--- src/rtl/gng_pkg.sv ---
// ----------------------------------------------------------------------------
// gng_pkg
// Shared types, constants and micro-sequence tables of the gaussian noise
// generator (lagged-fibonacci uniform source and box-muller transform).
// ----------------------------------------------------------------------------
package gng_pkg;

    // lag table geometry and lags
    localparam int TABLE_AW = 8;
    localparam int WORD_W   = 32;
    localparam logic [TABLE_AW-1:0] LAG_A = 8'd24;
    localparam logic [TABLE_AW-1:0] LAG_B = 8'd55;
    localparam logic [TABLE_AW-1:0] LAG_C = 8'd61;

    // stream widths
    localparam int IN_DATA_W  = 40;
    localparam int OUT_W      = 24;
    localparam int OUT_DATA_W = 48;
    localparam int STD_W      = 16;

    // fixed point constants
    localparam logic [STD_W-1:0] STD_RESET   = 16'd5793;
    localparam logic [31:0]      TWO_LN2_Q30 = 32'd1488522236;
    localparam logic [31:0]      HALF_PI_Q30 = 32'd1686629713;
    localparam logic [30:0]      ONE_Q30     = 31'h4000_0000;

    // last step of each iterative phase
    localparam logic [4:0] LOG_LAST  = 5'd25;
    localparam logic [4:0] SQRT_LAST = 5'd28;
    localparam logic [4:0] TRIG_LAST = 5'd24;

    // constant divisors of the taylor series
    typedef enum logic [3:0] {
        DIV_72,
        DIV_42,
        DIV_20,
        DIV_6,
        DIV_90,
        DIV_56,
        DIV_30,
        DIV_12,
        DIV_2
    } div_sel_t;

    // datapath operations
    typedef enum logic [4:0] {
        OP_NONE,
        OP_LOAD,
        OP_READ,
        OP_UPDATE,
        OP_MIX_U1,
        OP_MIX_U2,
        OP_NORM,
        OP_LOG,
        OP_TLOG,
        OP_SCALE,
        OP_SQRT,
        OP_ANGLE,
        OP_ASQ,
        OP_WA2,
        OP_DIV,
        OP_MULW,
        OP_SIN,
        OP_RC,
        OP_EMIT1,
        OP_RS,
        OP_EMIT2,
        OP_PUSH
    } dp_op_t;

    typedef struct packed {
        dp_op_t   op;
        div_sel_t div_sel;
    } dp_cmd_t;

    typedef struct packed {
        logic norm_done;
    } dp_status_t;

    typedef enum logic [3:0] {
        ST_IDLE,
        ST_READ,
        ST_UPDATE,
        ST_MIX,
        ST_NORM,
        ST_LOG,
        ST_TLOG,
        ST_SCALE,
        ST_SQRT,
        ST_TRIG,
        ST_PUSH
    } ctrl_state_t;

    // exact reciprocal for x < 2^31: floor(x/d) = (x * magic) >> shift
    function automatic logic [31:0] div_magic(input div_sel_t sel);
        logic [31:0] m;
        case (sel)
            DIV_72:  m = 32'd3817748708;
            DIV_42:  m = 32'd3272356036;
            DIV_20:  m = 32'd3435973837;
            DIV_6:   m = 32'd2863311531;
            DIV_90:  m = 32'd3054198967;
            DIV_56:  m = 32'd2454267027;
            DIV_30:  m = 32'd2290649225;
            DIV_12:  m = 32'd2863311531;
            DIV_2:   m = 32'd2147483648;
            default: m = 32'd0;
        endcase
        return m;
    endfunction

    function automatic logic [5:0] div_shift(input div_sel_t sel);
        logic [5:0] s;
        case (sel)
            DIV_72:  s = 6'd38;
            DIV_42:  s = 6'd37;
            DIV_20:  s = 6'd36;
            DIV_6:   s = 6'd34;
            DIV_90:  s = 6'd38;
            DIV_56:  s = 6'd37;
            DIV_30:  s = 6'd36;
            DIV_12:  s = 6'd35;
            DIV_2:   s = 6'd32;
            default: s = 6'd32;
        endcase
        return s;
    endfunction

    // angle, sine and cosine series, then the two output branches
    function automatic dp_cmd_t trig_cmd(input logic [4:0] step);
        dp_cmd_t c;
        c = '{op: OP_NONE, div_sel: DIV_72};
        case (step)
            5'd0:    c.op = OP_ANGLE;
            5'd1:    c.op = OP_ASQ;
            5'd2:    c.op = OP_WA2;
            5'd3:    c = '{op: OP_DIV, div_sel: DIV_72};
            5'd4:    c.op = OP_MULW;
            5'd5:    c = '{op: OP_DIV, div_sel: DIV_42};
            5'd6:    c.op = OP_MULW;
            5'd7:    c = '{op: OP_DIV, div_sel: DIV_20};
            5'd8:    c.op = OP_MULW;
            5'd9:    c = '{op: OP_DIV, div_sel: DIV_6};
            5'd10:   c.op = OP_SIN;
            5'd11:   c.op = OP_WA2;
            5'd12:   c = '{op: OP_DIV, div_sel: DIV_90};
            5'd13:   c.op = OP_MULW;
            5'd14:   c = '{op: OP_DIV, div_sel: DIV_56};
            5'd15:   c.op = OP_MULW;
            5'd16:   c = '{op: OP_DIV, div_sel: DIV_30};
            5'd17:   c.op = OP_MULW;
            5'd18:   c = '{op: OP_DIV, div_sel: DIV_12};
            5'd19:   c.op = OP_MULW;
            5'd20:   c = '{op: OP_DIV, div_sel: DIV_2};
            5'd21:   c.op = OP_RC;
            5'd22:   c.op = OP_EMIT1;
            5'd23:   c.op = OP_RS;
            5'd24:   c.op = OP_EMIT2;
            default: c.op = OP_NONE;
        endcase
        return c;
    endfunction

endpackage

--- src/rtl/gng_ctrl.sv ---
// ----------------------------------------------------------------------------
// gng_ctrl
// Sequencer: item handshake, draw sequence, iteration counts of the log,
// square root and trig phases, output valid.
// ----------------------------------------------------------------------------
module gng_ctrl import gng_pkg::*; (
    input  logic       aclk,
    input  logic       aresetn,
    input  logic       s_tvalid,
    input  logic       s_tuser,
    output logic       s_tready,
    output logic       m_tvalid,
    input  logic       m_tready,
    input  dp_status_t status,
    output dp_cmd_t    cmd
);

    ctrl_state_t state_reg, state_next;
    logic [4:0]  step_reg, step_next;
    logic        draw_reg, draw_next;
    logic        valid_reg, valid_next;
    logic        push;

    // state registers
    always_ff @(posedge aclk) begin
        if (!aresetn) begin
            state_reg <= ST_IDLE;
            step_reg  <= '0;
            draw_reg  <= 1'b0;
            valid_reg <= 1'b0;
        end else begin
            state_reg <= state_next;
            step_reg  <= step_next;
            draw_reg  <= draw_next;
            valid_reg <= valid_next;
        end
    end

    // next state and commands
    always_comb begin
        state_next = state_reg;
        step_next  = step_reg;
        draw_next  = draw_reg;
        cmd        = '{op: OP_NONE, div_sel: DIV_72};
        s_tready   = 1'b0;
        push       = 1'b0;
        case (state_reg)
            ST_IDLE: begin
                s_tready = 1'b1;
                if (s_tvalid) begin
                    if (s_tuser) begin
                        state_next = ST_READ;
                        draw_next  = 1'b0;
                    end else begin
                        cmd.op = OP_LOAD;
                    end
                end
            end
            ST_READ: begin
                cmd.op     = OP_READ;
                state_next = ST_UPDATE;
            end
            ST_UPDATE: begin
                cmd.op     = OP_UPDATE;
                state_next = ST_MIX;
            end
            ST_MIX: begin
                if (!draw_reg) begin
                    cmd.op     = OP_MIX_U1;
                    draw_next  = 1'b1;
                    state_next = ST_READ;
                end else begin
                    cmd.op     = OP_MIX_U2;
                    state_next = ST_NORM;
                end
            end
            ST_NORM: begin
                if (status.norm_done) begin
                    state_next = ST_LOG;
                    step_next  = '0;
                end else begin
                    cmd.op = OP_NORM;
                end
            end
            ST_LOG: begin
                cmd.op    = OP_LOG;
                step_next = step_reg + 5'd1;
                if (step_reg == LOG_LAST) begin
                    state_next = ST_TLOG;
                end
            end
            ST_TLOG: begin
                cmd.op     = OP_TLOG;
                state_next = ST_SCALE;
            end
            ST_SCALE: begin
                cmd.op     = OP_SCALE;
                state_next = ST_SQRT;
                step_next  = '0;
            end
            ST_SQRT: begin
                cmd.op    = OP_SQRT;
                step_next = step_reg + 5'd1;
                if (step_reg == SQRT_LAST) begin
                    state_next = ST_TRIG;
                    step_next  = '0;
                end
            end
            ST_TRIG: begin
                cmd       = trig_cmd(step_reg);
                step_next = step_reg + 5'd1;
                if (step_reg == TRIG_LAST) begin
                    state_next = ST_PUSH;
                end
            end
            ST_PUSH: begin
                if (!valid_reg || m_tready) begin
                    cmd.op     = OP_PUSH;
                    push       = 1'b1;
                    state_next = ST_IDLE;
                end
            end
            default: begin
                state_next = ST_IDLE;
            end
        endcase
    end

    // output valid
    always_comb begin
        if (push) begin
            valid_next = 1'b1;
        end else if (m_tready) begin
            valid_next = 1'b0;
        end else begin
            valid_next = valid_reg;
        end
    end

    assign m_tvalid = valid_reg;

endmodule

--- config.mk ---
export PLATFORM = sky130hd
export DESIGN_NAME = gng_ctrl
export DESIGN_NICKNAME = d
export VERILOG_FILES = /design/src/rtl/gng_pkg.sv /design/src/rtl/gng_ctrl.sv
export SDC_FILE = /design/constraint.sdc
export NUM_CORES = 1
export LEC_CHECK = 0
export BUFFER_PORTS_ARGS = -buffer_cell sky130_fd_sc_hd__buf_2
export CORE_MARGIN = 4
export CORE_UTILIZATION = 48
export DETAILED_ROUTE_END_ITERATION = 8
export PLACE_DENSITY = 0.72
export SYNTH_ARGS = -nofsm -noshare
export SYNTH_HDL_FRONTEND = slang
export SYNTH_SLANG_ARGS = --single-unit
--- constraint.sdc ---
create_clock -name aclk -period 2.1 [get_ports aclk]
set_input_delay 0.315 -clock aclk [delete_from_list [all_inputs] [get_ports aclk]]
set_output_delay 0.315 -clock aclk [all_outputs]
set_load 0.005 [all_outputs]
## Yosys cells after proc, flatten, opt, wreduce, memory -nomap -nowiden

Index checks and enable logic that the tools add are counted.

- Bits in registers: 11
- Bits of input ports: 6
- Output and inout port bits: 11
- Logic and storage cells: 91

- Add/subtract/negate cells: 1
- Equal/unequal tests: 43
- Mux-type cells: 29
- Reductions and logical operators: 14

Operators with widths:

| kind | count |
|---|---|
| 5-bit == test, second input constant | 11 |
| 5-bit case mux with 11 select lines | 1 |
| 5-bit case mux with 10 select lines | 1 |
| 4-bit case mux with 11 select lines | 1 |
| 5-bit by 4-bit == test with 1-bit output, second input constant | 8 |
| 4-bit two-way mux | 8 |
| 4-bit case mux with 8 select lines | 1 |
| 5-bit by 3-bit == test with 1-bit output, second input constant | 4 |
| 5-bit case mux with 4 select lines | 1 |
| 4-bit by 3-bit == test with 1-bit output, second input constant | 4 |
| 5-bit two-way mux | 3 |
| 2-bit inequality test, second input constant | 7 |
| 4-bit == test, second input constant | 3 |
| 5-bit by 2-bit == test with 1-bit output, second input constant | 2 |
| 1-bit two-way mux | 10 |
| 9-bit OR reduction | 1 |
| 4-bit by 2-bit == test with 1-bit output, second input constant | 2 |
| 7-bit AND reduction | 1 |
| 7-bit OR reduction | 1 |
| 3-bit two-way mux | 2 |
| 5-bit by 1-bit adder with 5-bit output, second input constant | 1 |
| 5-bit by 1-bit == test with 1-bit output, second input constant | 1 |
| 5-bit logical NOT | 1 |
| 4-bit by 1-bit == test with 1-bit output, second input constant | 1 |
| other kinds (9) | 11 |

## Longest topological paths before layout

- Word-level depth: 5
- Depth in mapped cells: 9
- Mapped depth without buffers: 8

## Worst setup path after synthesis

Ideal clock, no wire load.

- Path type: flip-flop to output port
- Start point: register step_reg[0]
- End point: output cmd[7] in the netlist's numbering
- Data arrival time: 1.726 ns
- Required time: 1.785 ns
- Setup slack: 0.059 ns
- Stages on the path, launching flop included: 9
- Path buffers: 1
- Cell sequence: dfxtp_1 > inv_1 > ha_1 > buf_6 > nor3_1 > o41ai_2 > nor4_2 > nand3_1 > a22o_1

RTL lines:

| element | line | text |
|---|---|---|
| start, declared | gng_ctrl.sv:19 | `logic [4:0] step_reg, step_next;` |
| start signal, assigned | gng_ctrl.sv:33 | `step_reg <= step_next;` |
| end, declared | gng_ctrl.sv:15 | `output dp_cmd_t cmd` |

==> impl_metrics.prom <==
# TYPE chip_impl_metric gauge
chip_impl_metric{name="avgViaCountPerCell",unit=""} 6.28
chip_impl_metric{name="post_synth_and_or_nand_nor_area_fraction",unit=""} 0.295
chip_impl_metric{name="buffer_ports.inserted",unit=""} 16
chip_impl_metric{name="finalNetCount",unit=""} 221
chip_impl_metric{name="final_antenna_net_count",unit=""} 0
chip_impl_metric{name="die-area",unit="µm²"} 3630
chip_impl_metric{name="worst_setup_hold_path_clk_slew",unit="ns"} 0.07
chip_impl_metric{name="floorplan.die.width",unit="µm"} 60.3
chip_impl_metric{name="syn-num-nets",unit=""} 189
chip_impl_metric{name="post-route-min-period",unit="ns"} 2.39
chip_impl_info{name="critPathKind",value="reg -> out"} 1
chip_impl_metric{name="count_of_synthesis_stage_warnings_from_yosys",unit=""} 0
chip_impl_info{name="cts_tree",value="built"} 1
chip_impl_info{name="main_combinational_cell_family_by_area_after_synthesis",value="compound AO/OA/AOI/OAI gates"} 1
chip_impl_metric{name="grt_first_pass_wirelength",unit="mm"} 6.24
chip_impl_metric{name="firstDrtPassIters",unit=""} 4
chip_impl_metric{name="pwr_density_cell",unit="nW/µm²"} 824
chip_impl_metric{name="largest_register_ff_count",unit=""} 5
chip_impl_metric{name="multi_input_comb_area",unit="µm²"} 1120
chip_impl_info{name="rsz_0062_raised_after_global_routing",value="yes"} 1
chip_impl_metric{name="final.setup_skew",unit="ns"} 0.00860
chip_impl_metric{name="synth_seq_cells",unit=""} 11
chip_impl_metric{name="grt_pass1_vias",unit=""} 1370
chip_impl_metric{name="synth-async-reset-ratio",unit=""} 0
chip_impl_metric{name="dr.first_iter.drc_count",unit=""} 153
chip_impl_info{name="most_common_library_cell_in_the_layout_ignoring_fill_and_taps",value="buf_4"} 1
chip_impl_metric{name="grt_start_max_net_pins",unit=""} 20
chip_impl_metric{name="synthesis.area",unit="µm²"} 1310
chip_impl_metric{name="placedCellCount",unit=""} 228
chip_impl_info{name="final_cell_mix",value="buf_4 (23), a21oi_1 (21), nor2_1 (21), buf_2 (16)"} 1
chip_impl_metric{name="totalWireLength",unit="mm"} 3.87
chip_impl_metric{name="post-layout-total-power",unit="mW"} 1.45
chip_impl_metric{name="timing.slew.headroom",unit=""} 0.593
chip_impl_info{name="ys.flop_type",value="dfxtp_1"} 1
chip_impl_metric{name="instances_no_fill",unit=""} 239
chip_impl_info{name="synth_area_leaders",value="dfxtp_1 (17%), a21oi_1 (8.4%), nor2_1 (6.3%)"} 1
chip_impl_metric{name="route.vias.total",unit=""} 1502
chip_impl_metric{name="clk-insertion-delay-late",unit="ns"} 0.27
chip_impl_metric{name="drc_errors",unit=""} 0
chip_impl_metric{name="irDropWorstVdd",unit="mV"} 0.802
chip_impl_metric{name="hpwl",unit="mm"} 2.51
chip_impl_metric{name="grt_overflow",unit=""} 0
chip_impl_metric{name="ctsLongestPathBuffers",unit=""} 2
chip_impl_metric{name="nFillCells",unit=""} 197
chip_impl_metric{name="period_utilization",unit=""} 1.14
chip_impl_metric{name="synth.area.mux_share",unit=""} 0.0315
chip_impl_metric{name="floorplan.core_area",unit="µm²"} 2540
chip_impl_metric{name="footprint_of_the_flip_flops_and_latches",unit="µm²"} 231
chip_impl_metric{name="critPathArrivalTime",unit="ns"} 2.08
chip_impl_metric{name="worstPathMaxFanout",unit=""} 6
chip_impl_metric{name="placedInstanceArea",unit="µm²"} 1470
chip_impl_metric{name="syn-mean-instance-area",unit="µm²"} 7.37
chip_impl_metric{name="place_worst_setup_slack",unit="ns"} -0.204
chip_impl_metric{name="cts.htree.levels",unit=""} 1
chip_impl_metric{name="worst-slew-pin-transition",unit="ns"} 0.610
chip_impl_metric{name="antenna_diodes",unit=""} 0
chip_impl_metric{name="setup_slack",unit="ns"} -0.293
chip_impl_info{name="violations_in_the_final_reports",value="setup timing"} 1
chip_impl_metric{name="final_cell_area",unit="µm²"} 1760
chip_impl_metric{name="post_route_cells_drive_above_1_share",unit=""} 0.388
chip_impl_metric{name="report.final.slew_viol_count",unit=""} 0
chip_impl_metric{name="grt_antenna_before_repair",unit=""} 0
chip_impl_metric{name="post_synth_fa_ha_maj_area_fraction",unit=""} 0.0477
chip_impl_metric{name="fmaxAchievable",unit="GHz"} 0.418
chip_impl_metric{name="row_count",unit=""} 18
chip_impl_metric{name="clkSinkCount",unit=""} 11
chip_impl_metric{name="synth-compound-area-share",unit=""} 0.307
chip_impl_info{name="cts_root_buffer",value="clkbuf_4"} 1
chip_impl_metric{name="initial_utilization",unit=""} 0.516
chip_impl_metric{name="synth_edf_count",unit=""} 0
chip_impl_info{name="critPathCaptureType",value="output pin"} 1
chip_impl_metric{name="report.final.setup_viol",unit=""} 7
chip_impl_metric{name="final_hold_viol_count",unit=""} 0
chip_impl_info{name="hold_path_class",value="in -> reg"} 1
chip_impl_metric{name="synth_cell_type_count",unit=""} 60
chip_impl_metric{name="timing.critical_path.required",unit="ns"} 1.78
chip_impl_metric{name="global_route.usage.total",unit=""} 0.226
chip_impl_metric{name="area_growth",unit="%"} 34.3
chip_impl_metric{name="die_height",unit="µm"} 60.3
chip_impl_metric{name="place.gp.congestion",unit=""} 0.937
chip_impl_info{name="run_status",value="finished, violations left"} 1
chip_impl_metric{name="synthesis.instances",unit=""} 178
chip_impl_info{name="crit_path_start_kind",value="flip-flop"} 1
chip_impl_metric{name="cap_violations",unit=""} 0
chip_impl_metric{name="tritoncts.num_buffers",unit=""} 3
chip_impl_metric{name="ys_seq_area_frac",unit=""} 0.168
chip_impl_info{name="yosysTopAreaCell",value="dfxtp_1"} 1
chip_impl_metric{name="synth_top_cell_area_share",unit=""} 0.168
chip_impl_metric{name="ios",unit=""} 17
chip_impl_metric{name="detail_route.wl_per_cell",unit="µm"} 16.2
chip_impl_metric{name="cellLeakagePower",unit="nW"} 0.689
chip_impl_metric{name="post_synth_xor_area_fraction",unit=""} 0.0334
## power breakdown
| part | switching, mW | internal (mW) | leakage [nW] |
|---|---|---|---|
| clock network | 0.0679 | 0.0734 | 0.0150 |
| registers | 0.0723 | 0.250 | 0.0923 |
| logic | 0.513 | 0.476 | 0.582 |
| total | 0.653 | 0.799 | 0.689 |
## worst max-delay path: stages, from the launching register on
cell and delay, ns:
dfxtp_4 0.37, buf_6 0.12, ha_4 0.18, nor4bb_4 0.16
a21o_1 0.23, nor4_4 0.32, nand3_1 0.12, a22o_1 0.20
buf_2 0.12
## what timing repair did
action | CTS | global route
pin swaps | 13 | 4
gates resized for setup | 41 | 6
setup endpoints to repair | 7 | 8
hold buffers | 0 | 0
setup buffers | 6 | 1
## cells in the mapped netlist, types with 2 or more instances
| library cell | number |
|---|---|
| o22ai_1 | 3 |
| nand3b_1 | 3 |
| nor2b_1 | 4 |
| buf_6 | 2 |
| a22o_1 | 2 |
| a21boi_0 | 3 |
| dfxtp_1 | 11 |
| nor3b_1 | 3 |
| nor4_1 | 2 |
| nand4b_1 | 2 |
| xnor2_1 | 4 |
| buf_2 | 4 |
| and3_1 | 3 |
| nor2_1 | 22 |
| o21ai_0 | 6 |
| ha_1 | 5 |
| nand2b_1 | 2 |
| a311o_1 | 2 |
| nand2_1 | 7 |
| nor3_1 | 6 |
| buf_4 | 9 |
| o21a_1 | 2 |
| a21oi_1 | 22 |
| inv_1 | 10 |
| a21oi_2 | 2 |
| mux2i_1 | 3 |
## path summary, 6_finish.rpt
path,startpoint,to,slack [ns],depth (start not counted)
max,step_reg[1],cmd[7],-0.29,8
min,aresetn,state_reg[3],0.33,3
max reg2reg,state_reg[2],step_reg[4],0.16,5
min reg2reg,state_reg[3],state_reg[2],0.55,1
## layout make-up
class | count | area share
clock buffers | 4 | 0.0149
inverters | 10 | 0.0213
multi-input cells | 140 | 0.636
flip-flops and latches | 11 | 0.131
well taps | 30 | 0.0213
repair buffers | 44 | 0.175
## cell families (layout without fill, tap and decap cells)
kind of cell / count (synthesis) / count (layout)
buffers and inverters: 27 / 58
XOR/XNOR: 5 / 5
AND/OR/NAND/NOR: 68 / 68
adder cells (fa/ha/maj): 5 / 5
multiplexers: 4 / 4
AO/OA/AOI/OAI: 58 / 58
flip-flops: 11 / 11
## layer usage
metal | up-vias | wire length, µm | track usage
met3 | 16 | 332 | 0.0151
met5 | - | 0 | 0
li1 | 712 | - | -
met1 | 696 | 1650 | 0.313
met4 | 0 | 110 | 0.120
met2 | 78 | 1780 | 0.344
## per-stage QoR
stage               TNS [ns]  hold WS, ns   util
floorplan                  0        0.433      -
global placement      -0.315        0.546  0.578
detailed placement    -0.631        0.568  0.578
CTS                    -1.03        0.334  0.682
global route           -2.08        0.338  0.693
finish                 -1.54        0.334  0.693
Note: power is estimated with default switching activity, not from simulation.
